===== config.mk =====
export PLATFORM = sky130hd
export DESIGN_NAME = i2c_master_byte_engine
export DESIGN_NICKNAME = d
export VERILOG_FILES = /design/src/i2cm_pkg.sv /design/src/i2cm_core.sv /design/src/i2c_master_byte_engine.sv
export SDC_FILE = /design/constraint.sdc
export NUM_CORES = 1
export LEC_CHECK = 0
export ABC_AREA = 1
export CORE_MARGIN = 2
export CORE_UTILIZATION = 29
export DETAILED_ROUTE_END_ITERATION = 16
export DONT_BUFFER_PORTS = 1
export PLACE_DENSITY = 0.52
export RECOVER_POWER = 25
export SLEW_MARGIN = 40
export SYNTH_ARGS = -nofsm -noshare
export SYNTH_HDL_FRONTEND = slang
export SYNTH_SLANG_ARGS = --single-unit

===== constraint.sdc =====
create_clock -name clk_i -period 10.4 [get_ports clk_i]
set_clock_uncertainty 0.15 [all_clocks]
set_input_delay 1.04 -clock clk_i [delete_from_list [all_inputs] [get_ports clk_i]]
set_output_delay 1.04 -clock clk_i [all_outputs]
set_load 0.03 [all_outputs]

===== src/i2cm_pkg.sv =====
package i2cm_pkg;

  localparam int unsigned TICK_WIDTH_DEF = 16;
  localparam int unsigned PHASE_W = 16;
  localparam logic [PHASE_W-1:0] PHASE_TICKS_RST = 16'd400;

  localparam int unsigned CMD_W = 3;
  localparam logic [CMD_W-1:0] CMD_NONE  = 3'd0;
  localparam logic [CMD_W-1:0] CMD_START = 3'd1;
  localparam logic [CMD_W-1:0] CMD_STOP  = 3'd2;
  localparam logic [CMD_W-1:0] CMD_WRITE = 3'd3;
  localparam logic [CMD_W-1:0] CMD_READ  = 3'd4;

  localparam int unsigned STEP_W = 6;
  localparam logic [STEP_W-1:0] STEP_IDLE     = 6'd0;
  localparam logic [STEP_W-1:0] STEP_FIRST    = 6'd1;
  localparam logic [STEP_W-1:0] STEP_COND_END = 6'd2;   // start/stop: SDA transition phase
  localparam logic [STEP_W-1:0] STEP_COND_FIN = 6'd3;
  localparam logic [STEP_W-1:0] STEP_LAST_BIT = 6'd16;
  localparam logic [STEP_W-1:0] STEP_ACK_LOW  = 6'd17;
  localparam logic [STEP_W-1:0] STEP_ACK_HIGH = 6'd18;
  localparam logic [STEP_W-1:0] STEP_BYTE_FIN = 6'd19;

  // register index of phase_ticks on the config port
  localparam logic REG_PHASE_TICKS = 1'b0;

  typedef struct packed {
    logic       scl;
    logic       sda_out;
    logic       busy;
    logic       done;
    logic       ack_bit;
    logic [7:0] rx_byte;
  } i2cm_res_t;

endpackage


===== src/i2cm_core.sv =====
module i2cm_core import i2cm_pkg::*; #(
  parameter int unsigned TICK_WIDTH = TICK_WIDTH_DEF
) (
  input  logic               clk_i,
  input  logic               rst_ni,
  input  logic               step_i,
  input  logic [CMD_W-1:0]   cmd_i,
  input  logic [7:0]         tx_byte_i,
  input  logic               master_nack_i,
  input  logic               sda_in_i,
  input  logic [PHASE_W-1:0] phase_ticks_i,
  output i2cm_res_t          res_o
);

  localparam int unsigned CW = (TICK_WIDTH > PHASE_W) ? TICK_WIDTH : PHASE_W;
  localparam logic [CW-1:0] TICK_CAP = CW'((64'(1) << TICK_WIDTH) - 64'(1));

  logic [STEP_W-1:0]     step_q, step_d;
  logic [TICK_WIDTH-1:0] tick_q, tick_d;
  logic [7:0]            shift_q, shift_d;
  logic [CMD_W-1:0]      op_q, op_d;
  logic                  scl_q, scl_d;
  logic                  sda_q, sda_d;
  logic                  ack_q, ack_d;
  logic                  nack_q, nack_d;
  logic [7:0]            rx_q, rx_d;
  logic                  done;

  logic [CW-1:0]     pt_ext;
  logic [CW-1:0]     limit;
  logic              enter;
  logic [STEP_W-1:0] ph;
  logic [STEP_W-1:0] ph_m1;
  logic [2:0]        bit_sel;

  always_comb begin
    pt_ext = CW'(phase_ticks_i);
    if (pt_ext == '0) begin
      limit = CW'(1);
    end else if (pt_ext > TICK_CAP) begin
      limit = TICK_CAP;
    end else begin
      limit = pt_ext;
    end
  end

  always_comb begin
    step_d  = step_q;
    tick_d  = tick_q;
    shift_d = shift_q;
    op_d    = op_q;
    scl_d   = scl_q;
    sda_d   = sda_q;
    ack_d   = ack_q;
    nack_d  = nack_q;
    rx_d    = rx_q;
    done    = 1'b0;
    enter   = 1'b0;
    ph      = STEP_IDLE;

    if (step_q == STEP_IDLE) begin
      if (cmd_i >= CMD_START && cmd_i <= CMD_READ) begin
        op_d  = cmd_i;
        enter = 1'b1;
        ph    = STEP_FIRST;
        if (cmd_i == CMD_WRITE) begin
          shift_d = tx_byte_i;
        end
        if (cmd_i == CMD_READ) begin
          shift_d = '0;
          nack_d  = master_nack_i;
        end
      end
    end else if (CW'(tick_q) >= limit) begin
      enter = 1'b1;
      ph    = step_q + STEP_FIRST;
    end else begin
      tick_d = tick_q + TICK_WIDTH'(1);
    end

    ph_m1   = ph - STEP_FIRST;
    bit_sel = 3'd7 - ph_m1[3:1];

    if (enter) begin
      step_d = ph;
      tick_d = TICK_WIDTH'(1);
      case (op_d)
        CMD_START: begin
          if (ph == STEP_FIRST) begin
            scl_d = 1'b1;
            sda_d = 1'b1;
          end else if (ph == STEP_COND_END) begin
            sda_d = 1'b0;
          end else begin
            scl_d = 1'b0;
            done  = 1'b1;
          end
        end
        CMD_STOP: begin
          if (ph == STEP_FIRST) begin
            sda_d = 1'b0;
            scl_d = 1'b1;
          end else if (ph == STEP_COND_END) begin
            sda_d = 1'b1;
          end else begin
            done = 1'b1;
          end
        end
        CMD_WRITE: begin
          if (ph <= STEP_LAST_BIT) begin
            if (ph[0]) begin
              scl_d = 1'b0;
              sda_d = shift_d[bit_sel];
            end else begin
              scl_d = 1'b1;
            end
          end else if (ph == STEP_ACK_LOW) begin
            scl_d = 1'b0;
            sda_d = 1'b1;
          end else if (ph == STEP_ACK_HIGH) begin
            scl_d = 1'b1;
            ack_d = sda_in_i;
          end else begin
            scl_d = 1'b0;
            done  = 1'b1;
          end
        end
        CMD_READ: begin
          if (ph <= STEP_LAST_BIT) begin
            if (ph == STEP_FIRST) begin
              sda_d = 1'b1;
            end
            if (ph[0]) begin
              scl_d = 1'b0;
            end else begin
              scl_d   = 1'b1;
              shift_d = {shift_d[6:0], sda_in_i};
            end
          end else if (ph == STEP_ACK_LOW) begin
            scl_d = 1'b0;
            sda_d = nack_d;
          end else if (ph == STEP_ACK_HIGH) begin
            scl_d = 1'b1;
          end else begin
            scl_d = 1'b0;
            rx_d  = shift_d;
            done  = 1'b1;
          end
        end
        default: begin
          done = 1'b1;
        end
      endcase
      if (done) begin
        step_d = STEP_IDLE;
        op_d   = CMD_NONE;
      end
    end
  end

  always_ff @(posedge clk_i or negedge rst_ni) begin
    if (!rst_ni) begin
      step_q  <= STEP_IDLE;
      tick_q  <= '0;
      shift_q <= '0;
      op_q    <= CMD_NONE;
      scl_q   <= 1'b1;
      sda_q   <= 1'b1;
      ack_q   <= 1'b0;
      nack_q  <= 1'b0;
      rx_q    <= '0;
    end else if (step_i) begin
      step_q  <= step_d;
      tick_q  <= tick_d;
      shift_q <= shift_d;
      op_q    <= op_d;
      scl_q   <= scl_d;
      sda_q   <= sda_d;
      ack_q   <= ack_d;
      nack_q  <= nack_d;
      rx_q    <= rx_d;
    end
  end

  // result reflects the levels after this tick's update
  assign res_o.scl     = scl_d;
  assign res_o.sda_out = sda_d;
  assign res_o.busy    = (step_d != STEP_IDLE);
  assign res_o.done    = done;
  assign res_o.ack_bit = ack_d;
  assign res_o.rx_byte = rx_d;

endmodule


===== src/i2c_master_byte_engine.sv =====
// channel  | handshake                  | payload
// ---------+----------------------------+-----------------------------------------
// in       | in_valid_i / in_ready_o    | cmd_i tx_byte_i master_nack_i sda_in_i
// out      | out_valid_o / out_ready_i  | scl_o sda_out_o busy_res_o done_res_o
//          |                            | ack_bit_o rx_byte_o
// config   | psel penable pwrite pready | paddr pwdata prdata
//
// One input word (one bus tick) per cycle while in_ready_o is high; its result
// word is in the output register on the next cycle. The sequencer step is
// combinational. in_ready_o drops only while the output register holds a word
// not taken. Reset: phase_ticks = 400, sequencer idle, SCL and SDA released.
module i2c_master_byte_engine import i2cm_pkg::*; #(
  parameter int unsigned TICK_WIDTH = TICK_WIDTH_DEF
) (
  input  logic               clk_i,
  input  logic               rst_ni,
  input  logic               in_valid_i,
  output logic               in_ready_o,
  input  logic [CMD_W-1:0]   cmd_i,
  input  logic [7:0]         tx_byte_i,
  input  logic               master_nack_i,
  input  logic               sda_in_i,
  output logic               out_valid_o,
  input  logic               out_ready_i,
  output logic               scl_o,
  output logic               sda_out_o,
  output logic               busy_res_o,
  output logic               done_res_o,
  output logic               ack_bit_o,
  output logic [7:0]         rx_byte_o,
  input  logic               psel,
  input  logic               penable,
  input  logic               pwrite,
  input  logic [2:0]         paddr,
  input  logic [31:0]        pwdata,
  output logic [31:0]        prdata,
  output logic               pready
);

  logic [PHASE_W-1:0] phase_q;
  logic               out_valid_q;
  i2cm_res_t          res;
  i2cm_res_t          res_q;
  logic               in_acc;

  assign pready = 1'b1;
  assign prdata = (paddr[2] == REG_PHASE_TICKS) ? {16'b0, phase_q} : 32'b0;

  always_ff @(posedge clk_i or negedge rst_ni) begin
    if (!rst_ni) begin
      phase_q <= PHASE_TICKS_RST;
    end else if (psel && penable && pwrite && pready && paddr[2] == REG_PHASE_TICKS) begin
      phase_q <= pwdata[PHASE_W-1:0];
    end
  end

  assign in_ready_o = !out_valid_q || out_ready_i;
  assign in_acc     = in_valid_i && in_ready_o;

  i2cm_core #(
    .TICK_WIDTH(TICK_WIDTH)
  ) u_core (
    .clk_i         (clk_i),
    .rst_ni        (rst_ni),
    .step_i        (in_acc),
    .cmd_i         (cmd_i),
    .tx_byte_i     (tx_byte_i),
    .master_nack_i (master_nack_i),
    .sda_in_i      (sda_in_i),
    .phase_ticks_i (phase_q),
    .res_o         (res)
  );

  always_ff @(posedge clk_i or negedge rst_ni) begin
    if (!rst_ni) begin
      out_valid_q <= 1'b0;
    end else if (in_acc) begin
      out_valid_q <= 1'b1;
    end else if (out_ready_i) begin
      out_valid_q <= 1'b0;
    end
  end

  always_ff @(posedge clk_i) begin
    if (in_acc) begin
      res_q <= res;
    end
  end

  assign out_valid_o = out_valid_q;
  assign scl_o       = res_q.scl;
  assign sda_out_o   = res_q.sda_out;
  assign busy_res_o  = res_q.busy;
  assign done_res_o  = res_q.done;
  assign ack_bit_o   = res_q.ack_bit;
  assign rx_byte_o   = res_q.rx_byte;

`ifndef NO_ASSERTIONS
  // a completing tick never reports busy
  a_done_not_busy: assert property (@(posedge clk_i) disable iff (!rst_ni)
    out_valid_o |-> !(busy_res_o && done_res_o))
    else $error("done and busy both set");

  // every accepted word shows up in the output register next cycle
  a_acc_to_out: assert property (@(posedge clk_i) disable iff (!rst_ni)
    in_acc |=> out_valid_o)
    else $error("accepted word lost");

  // output word held while downstream stalls
  a_out_hold: assert property (@(posedge clk_i) disable iff (!rst_ni)
    (out_valid_o && !out_ready_i) |=> !in_ready_o || out_ready_i || !in_valid_i || out_valid_o)
    else $error("output register dropped a word");
`endif

endmodule

==> Yosys cells after proc, flatten, opt, wreduce, memory -nomap -nowiden <==
Cells that the tools add are included.
{ "classes": {"add_sub_neg": 4, "n_lt_le_gt_ge": 6, "eq_ne": 12, "muxes": 71, "bitwise_logic": 1, "reduce_logical": 14} }
{ "op_table": {"columns": ["cell", "count"], "rows": [
  ["$mux W8", 13],
  ["$mux W16", 6],
  ["$mux W1", 40],
  ["$mux W6", 4],
  ["$add A16 B1 Y16 const B", 1],
  ["$ge A16 B16 Y1", 1],
  ["$gt A16 B16 Y1 const B", 1],
  ["$logic_not A16 Y1", 1],
  ["$eq A6 B5 Y1 const B", 2],
  ["$mux W3", 4],
  ["$eq A3 B2 Y1 const B", 3],
  ["$add A6 B1 Y6 const B", 1],
  ["$eq A3 B3 Y1 const B", 2],
  ["$eq A6 B1 Y1 const B", 1],
  ["$eq A6 B2 Y1 const B", 1],
  ["$le A6 B5 Y1 const B", 1],
  ["$logic_not A6 Y1", 1],
  ["$reduce_bool A6 Y1", 1],
  ["$logic_and A1 B1 Y1", 5],
  ["$lt A3 B4 Y1 const B", 1],
  ["$ne A2 B1 Y1 const B", 2],
  ["$pmux W1 S4", 1],
  ["$reduce_or A2 Y1", 2],
  ["$sub A4 B1 Y4 const B", 1],
  ["12 further kinds", 12]
]} }
{ "word_totals": {"register_bits": 75, "in_bits": 55, "word_cells": 125} }

==> Longest topological paths before layout <==
{ "depth": {"depth_word": 15, "mapped_depth": 29} }

==> By module <==
Synthesis repeated with hierarchy kept, for this count alone.
{ "hier_totals": {"cells_unflattened": 699, "hier_area_um2": 5247.5} }
{ "by_module_without_submodules": {"columns": ["mod", "instances", "cells_each", "area_per_inst_um2"], "rows": [
  ["i2cm_core", 1, 555, 3870.0],
  ["i2c_master_byte_engine", 1, 144, 1377.6]
]} }

==> Worst setup path after synthesis <==
OpenSTA, ideal clock, no wires.
{ "synth_path": {"path_type": "register -> register", "startpoint": "reg phase_q[6]", "endpoint": "reg res_q, in the netlist busy_res_o, data pin", "setup_time_ps": 260, "arrival_ps": 2955, "required_ps": 9990, "setup_slack_ps": 7035, "stages_incl_launch_ff": 24, "n_path_buf": 0, "synth_period_minus_slack_ps": 3365, "path_cell_list": "dfrtp_1 -> inv_1 -> nand4_1 -> o41ai_1 -> ha_1 -> nand2_1 -> nor2_1 -> nor2_1 -> nand2_1 -> nand2_1 -> nand2_1 -> nand2_1 -> nand2_2 -> nand2_1 -> inv_1 -> nand2_1 -> inv_1 -> ha_1 -> o211ai_1 -> nand3_1 -> nand3_1 -> nand2_1 -> nor2_1 -> nand3_1"} }
{ "synth_rtl": {"columns": ["element", "line_no", "source"], "rows": [
  ["from (decl)", "i2c_master_byte_engine.sv:40", "logic [PHASE_W-1:0] phase_q;"],
  ["from (signal assigned)", "i2c_master_byte_engine.sv:53", "phase_q <= pwdata[PHASE_W-1:0];"],
  ["to (signal assigned)", "i2c_master_byte_engine.sv:86", "res_q <= res;"],
  ["to (decl)", "i2c_master_byte_engine.sv:43", "i2cm_res_t res_q;"]
]} }

==> results.py <==
metrics = {
    "outcome": {
        "status": "complete, no violations",
    },
    "floorplanning": {
        "dieArea_um2": 18100,
        "initial_core_util_pct": 29.7,
        "rows": 47,
        "io_pins": 103,
        "core_um2": 16600,
        "die_w_um": 134,
        "die_h_um": 134,
    },
    "drt": {
        "dr_total_vias": 3963,
        "drt_wl_total_um": 10900,
        "drc": 0,
        "drtIter0Drc": 176,
        "routedWlPerCell_um": 12.4,
        "drtAntennaViolNets": 0,
        "vias_per_cell": 4.51,
        "drtPass1Iterations": 4,
    },
    "cells_and_area": {
        "ff_latch_area_um2": 1950,
        "area_growth_pct": 10.4,
        "fin_nets": 731,
        "multi_input_area_um2": 2510,
        "diodes": 0,
        "final_common_cell": "nand2_1",
        "final_area_um2": 5440,
        "drive_above_1_share_pct": 9.42,
        "final_cell_mix": "nand2_1 (174), inv_1 (80), nor2_1 (74)",
        "n_fill_cell": 1772,
    },
    "clock_tree": {
        "cts.sinks": 75,
        "h-tree-depth": 3,
        "cts_setup_buffers": 0,
        "root_buffer": "clkbuf_16",
        "hold_buffers": 0,
        "cts_tree": "yes",
        "ctsResizeCount": 0,
        "cts_max_path_buffers": 2,
        "clk_pin_slew_worst_paths_ns": 0.06,
        "numCtsBuffers": 9,
        "clk_latency_ns": 0.34,
    },
    "timing": {
        "slew_violations": 0,
        "slew_headroom_pct": 46.9,
        "hold_violations": 0,
        "fin_setup_tns_ns": 0,
        "final.min_clock_period_ns": 4.16,
        "rsz0062_at_grt": "no",
        "fin_crit_sh_pct": 40.0,
        "setup_viol": 0,
        "worstMarginPinSlew_ns": 0.788,
        "fmax_mhz": 240,
    },
    "yosys": {
        "synth_edf_count": 13,
        "synth.largest_area_cell": "dfrtp_1",
        "synth_top_area_share_pct": 28.9,
        "synthArstFlopShare_pct": 82.7,
        "yosys_warnings": 0,
        "synth_area_per_cell_um2": 7.50,
        "syn_area_um2": 4930,
        "synth_area_leaders": "dfrtp_1 (29%), nand2_1 (13%), edfxtp_1 (7.9%)",
        "ys_types": 44,
        "synth_flop_cell": "dfrtp_1",
        "ys_seq_area_share_pct": 39.5,
        "synthCells": 657,
        "synth_seq_cells": 75,
    },
    "critical_path": {
        "cp-start-kind": "flip-flop",
        "crit_arrival_ns": 4.11,
        "crit_buf_inv": 4,
        "rrSetupSlack_ns": 6.24,
        "critical_path.endpoint_type": "flip-flop",
        "critPathMostFrequentCell": "nand2_1",
        "required_ns": 10.35,
        "critical_path.top_delay_family": "simple AND/OR/NAND/NOR gates",
        "worst_path_max_delay_cell": "ha_1",
        "path_max_fanout": 12,
        "ff2ff_path_depth": 28,
        "path_depth": 28,
        "critPathKind": "flip-flop to flip-flop",
        "slowest_delay_ns": 0.40,
    },
    "global_route": {
        "grt.total_usage_pct": 12.7,
        "grt_antenna_before_repair": 0,
        "grt.overflow.total": 0,
        "grt_pass1_vias": 3662,
        "grt_start_max_net_pins": 63,
        "grt_pass1_wl_um": 18100,
    },
    "place": {
        "numPortBuffers": 0,
        "dp_hpwl_um": 7880,
        "gp_congestion": 0.829,
        "placed_cell_area_um2": 5080,
    },
    "job": {
        "cap_violations": 0,
    },
    "power_and_ir_drop": {
        "p_leak_nw": 2.70,
        "power.total_mw": 1.25,
        "ir_drop_mv": 0.0806,
        "powerDensity_nw_per_um2": 229,
    },
    "min_path": {
        "hp-class": "input port to asynchronous set/reset pin",
    },
}
-- report_power, final --
| part | leakage (nW) | total, mW | switching, mW | internal [mW] |
|---|---|---|---|---|
| Sequential | 0.899 | 0.434 | 0.0624 | 0.372 |
| Clock | 0.173 | 0.384 | 0.126 | 0.258 |
| Combinational | 1.63 | 0.430 | 0.291 | 0.139 |
| Total | 2.70 | 1.25 | 0.479 | 0.769 |
-- worst paths after layout --
path	from	end
max	phase_q[14]$_DFFE_PN0P_	sda_out_o$_DFFE_PP_
min in group clk_i	u_core.rx_q[6]$_DFFE_PN0P_	u_core.rx_q[6]$_DFFE_PN0P_
min reg2reg	u_core.rx_q[6]$_DFFE_PN0P_	u_core.rx_q[6]$_DFFE_PN0P_
max in group asynchronous	rst_ni	u_core.sda_q$_DFFE_PN1P_
max reg2reg	phase_q[14]$_DFFE_PN0P_	sda_out_o$_DFFE_PP_
min	rst_ni	phase_q[15]$_DFFE_PN0P_
-- registers in the layout (all words and copies together) (netlist names) --
register        count
u_core.op_q         3
busy_res_o          1
u_core.shift_q      8
u_core.step_q       6
u_core.scl_q        1
ack_bit_o           1
rx_byte_o           8
u_core.ack_q        1
done_res_o          1
sda_out_o           1
phase_q            16
u_core.nack_q       1
u_core.sda_q        1
u_core.rx_q         8
u_core.tick_q      16
out_valid_o         1
scl_o               1
-- cells in the mapped netlist, drive strengths merged (7+ instances only) --
cell / number
nor3: 8
o21ai: 47
a21oi: 40
clkbuf: 11
nand3: 42
edfxtp: 13
nand2: 183
dfrtp: 57
inv: 84
ha: 23
nand4: 9
nor2: 84
buf: 21
nand3b: 7
-- metal layers --
| layer | GRT usage [%] | up-vias | wire length (um) |
|---|---|---|---|
| li1 | - | 2077 | - |
| met4 | 5.09 | 0 | 195 |
| met1 | 17.4 | 1810 | 5420 |
| met3 | 2.61 | 11 | 386 |
| met2 | 19.6 | 65 | 4860 |
| met5 | 0 | - | 0 |
-- area by class of cell --
class	instances	share of cell area, %
Tap cell	220	5.06
Sequential cell	75	35.8
Timing Repair Buffer	2	0.276
Clock inverter	7	2.58
Multi-Input combinational cell	480	46.2
Clock buffer	9	4.14
Inverter	85	5.96
-- metrics by stage --
step	std cells	hold slack (ns)	setup WS (ns)	utilization, %
after global routing	878	0.219	5.64	32.8
after global placement	862	0.315	6.17	30.6
after floorplan	672	0.298	7.03	-
after detailed placement	862	0.319	6.22	30.6
final	878	0.238	6.24	32.8
after CTS	878	0.223	6.16	32.8
-- kinds of logic after synthesis --
group | Yosys count | synth area share [%]
AO/OA/AOI/OAI | 101 | 12.0
XOR/XNOR | 4 | 0.711
adder cells (fa/ha/maj) | 23 | 5.84
buffers and inverters | 117 | 10.7
flip-flops | 75 | 39.5
other | 2 | 0.152
AND/OR/NAND/NOR | 335 | 31.1
Note: power is estimated with default switching activity, not from simulation.
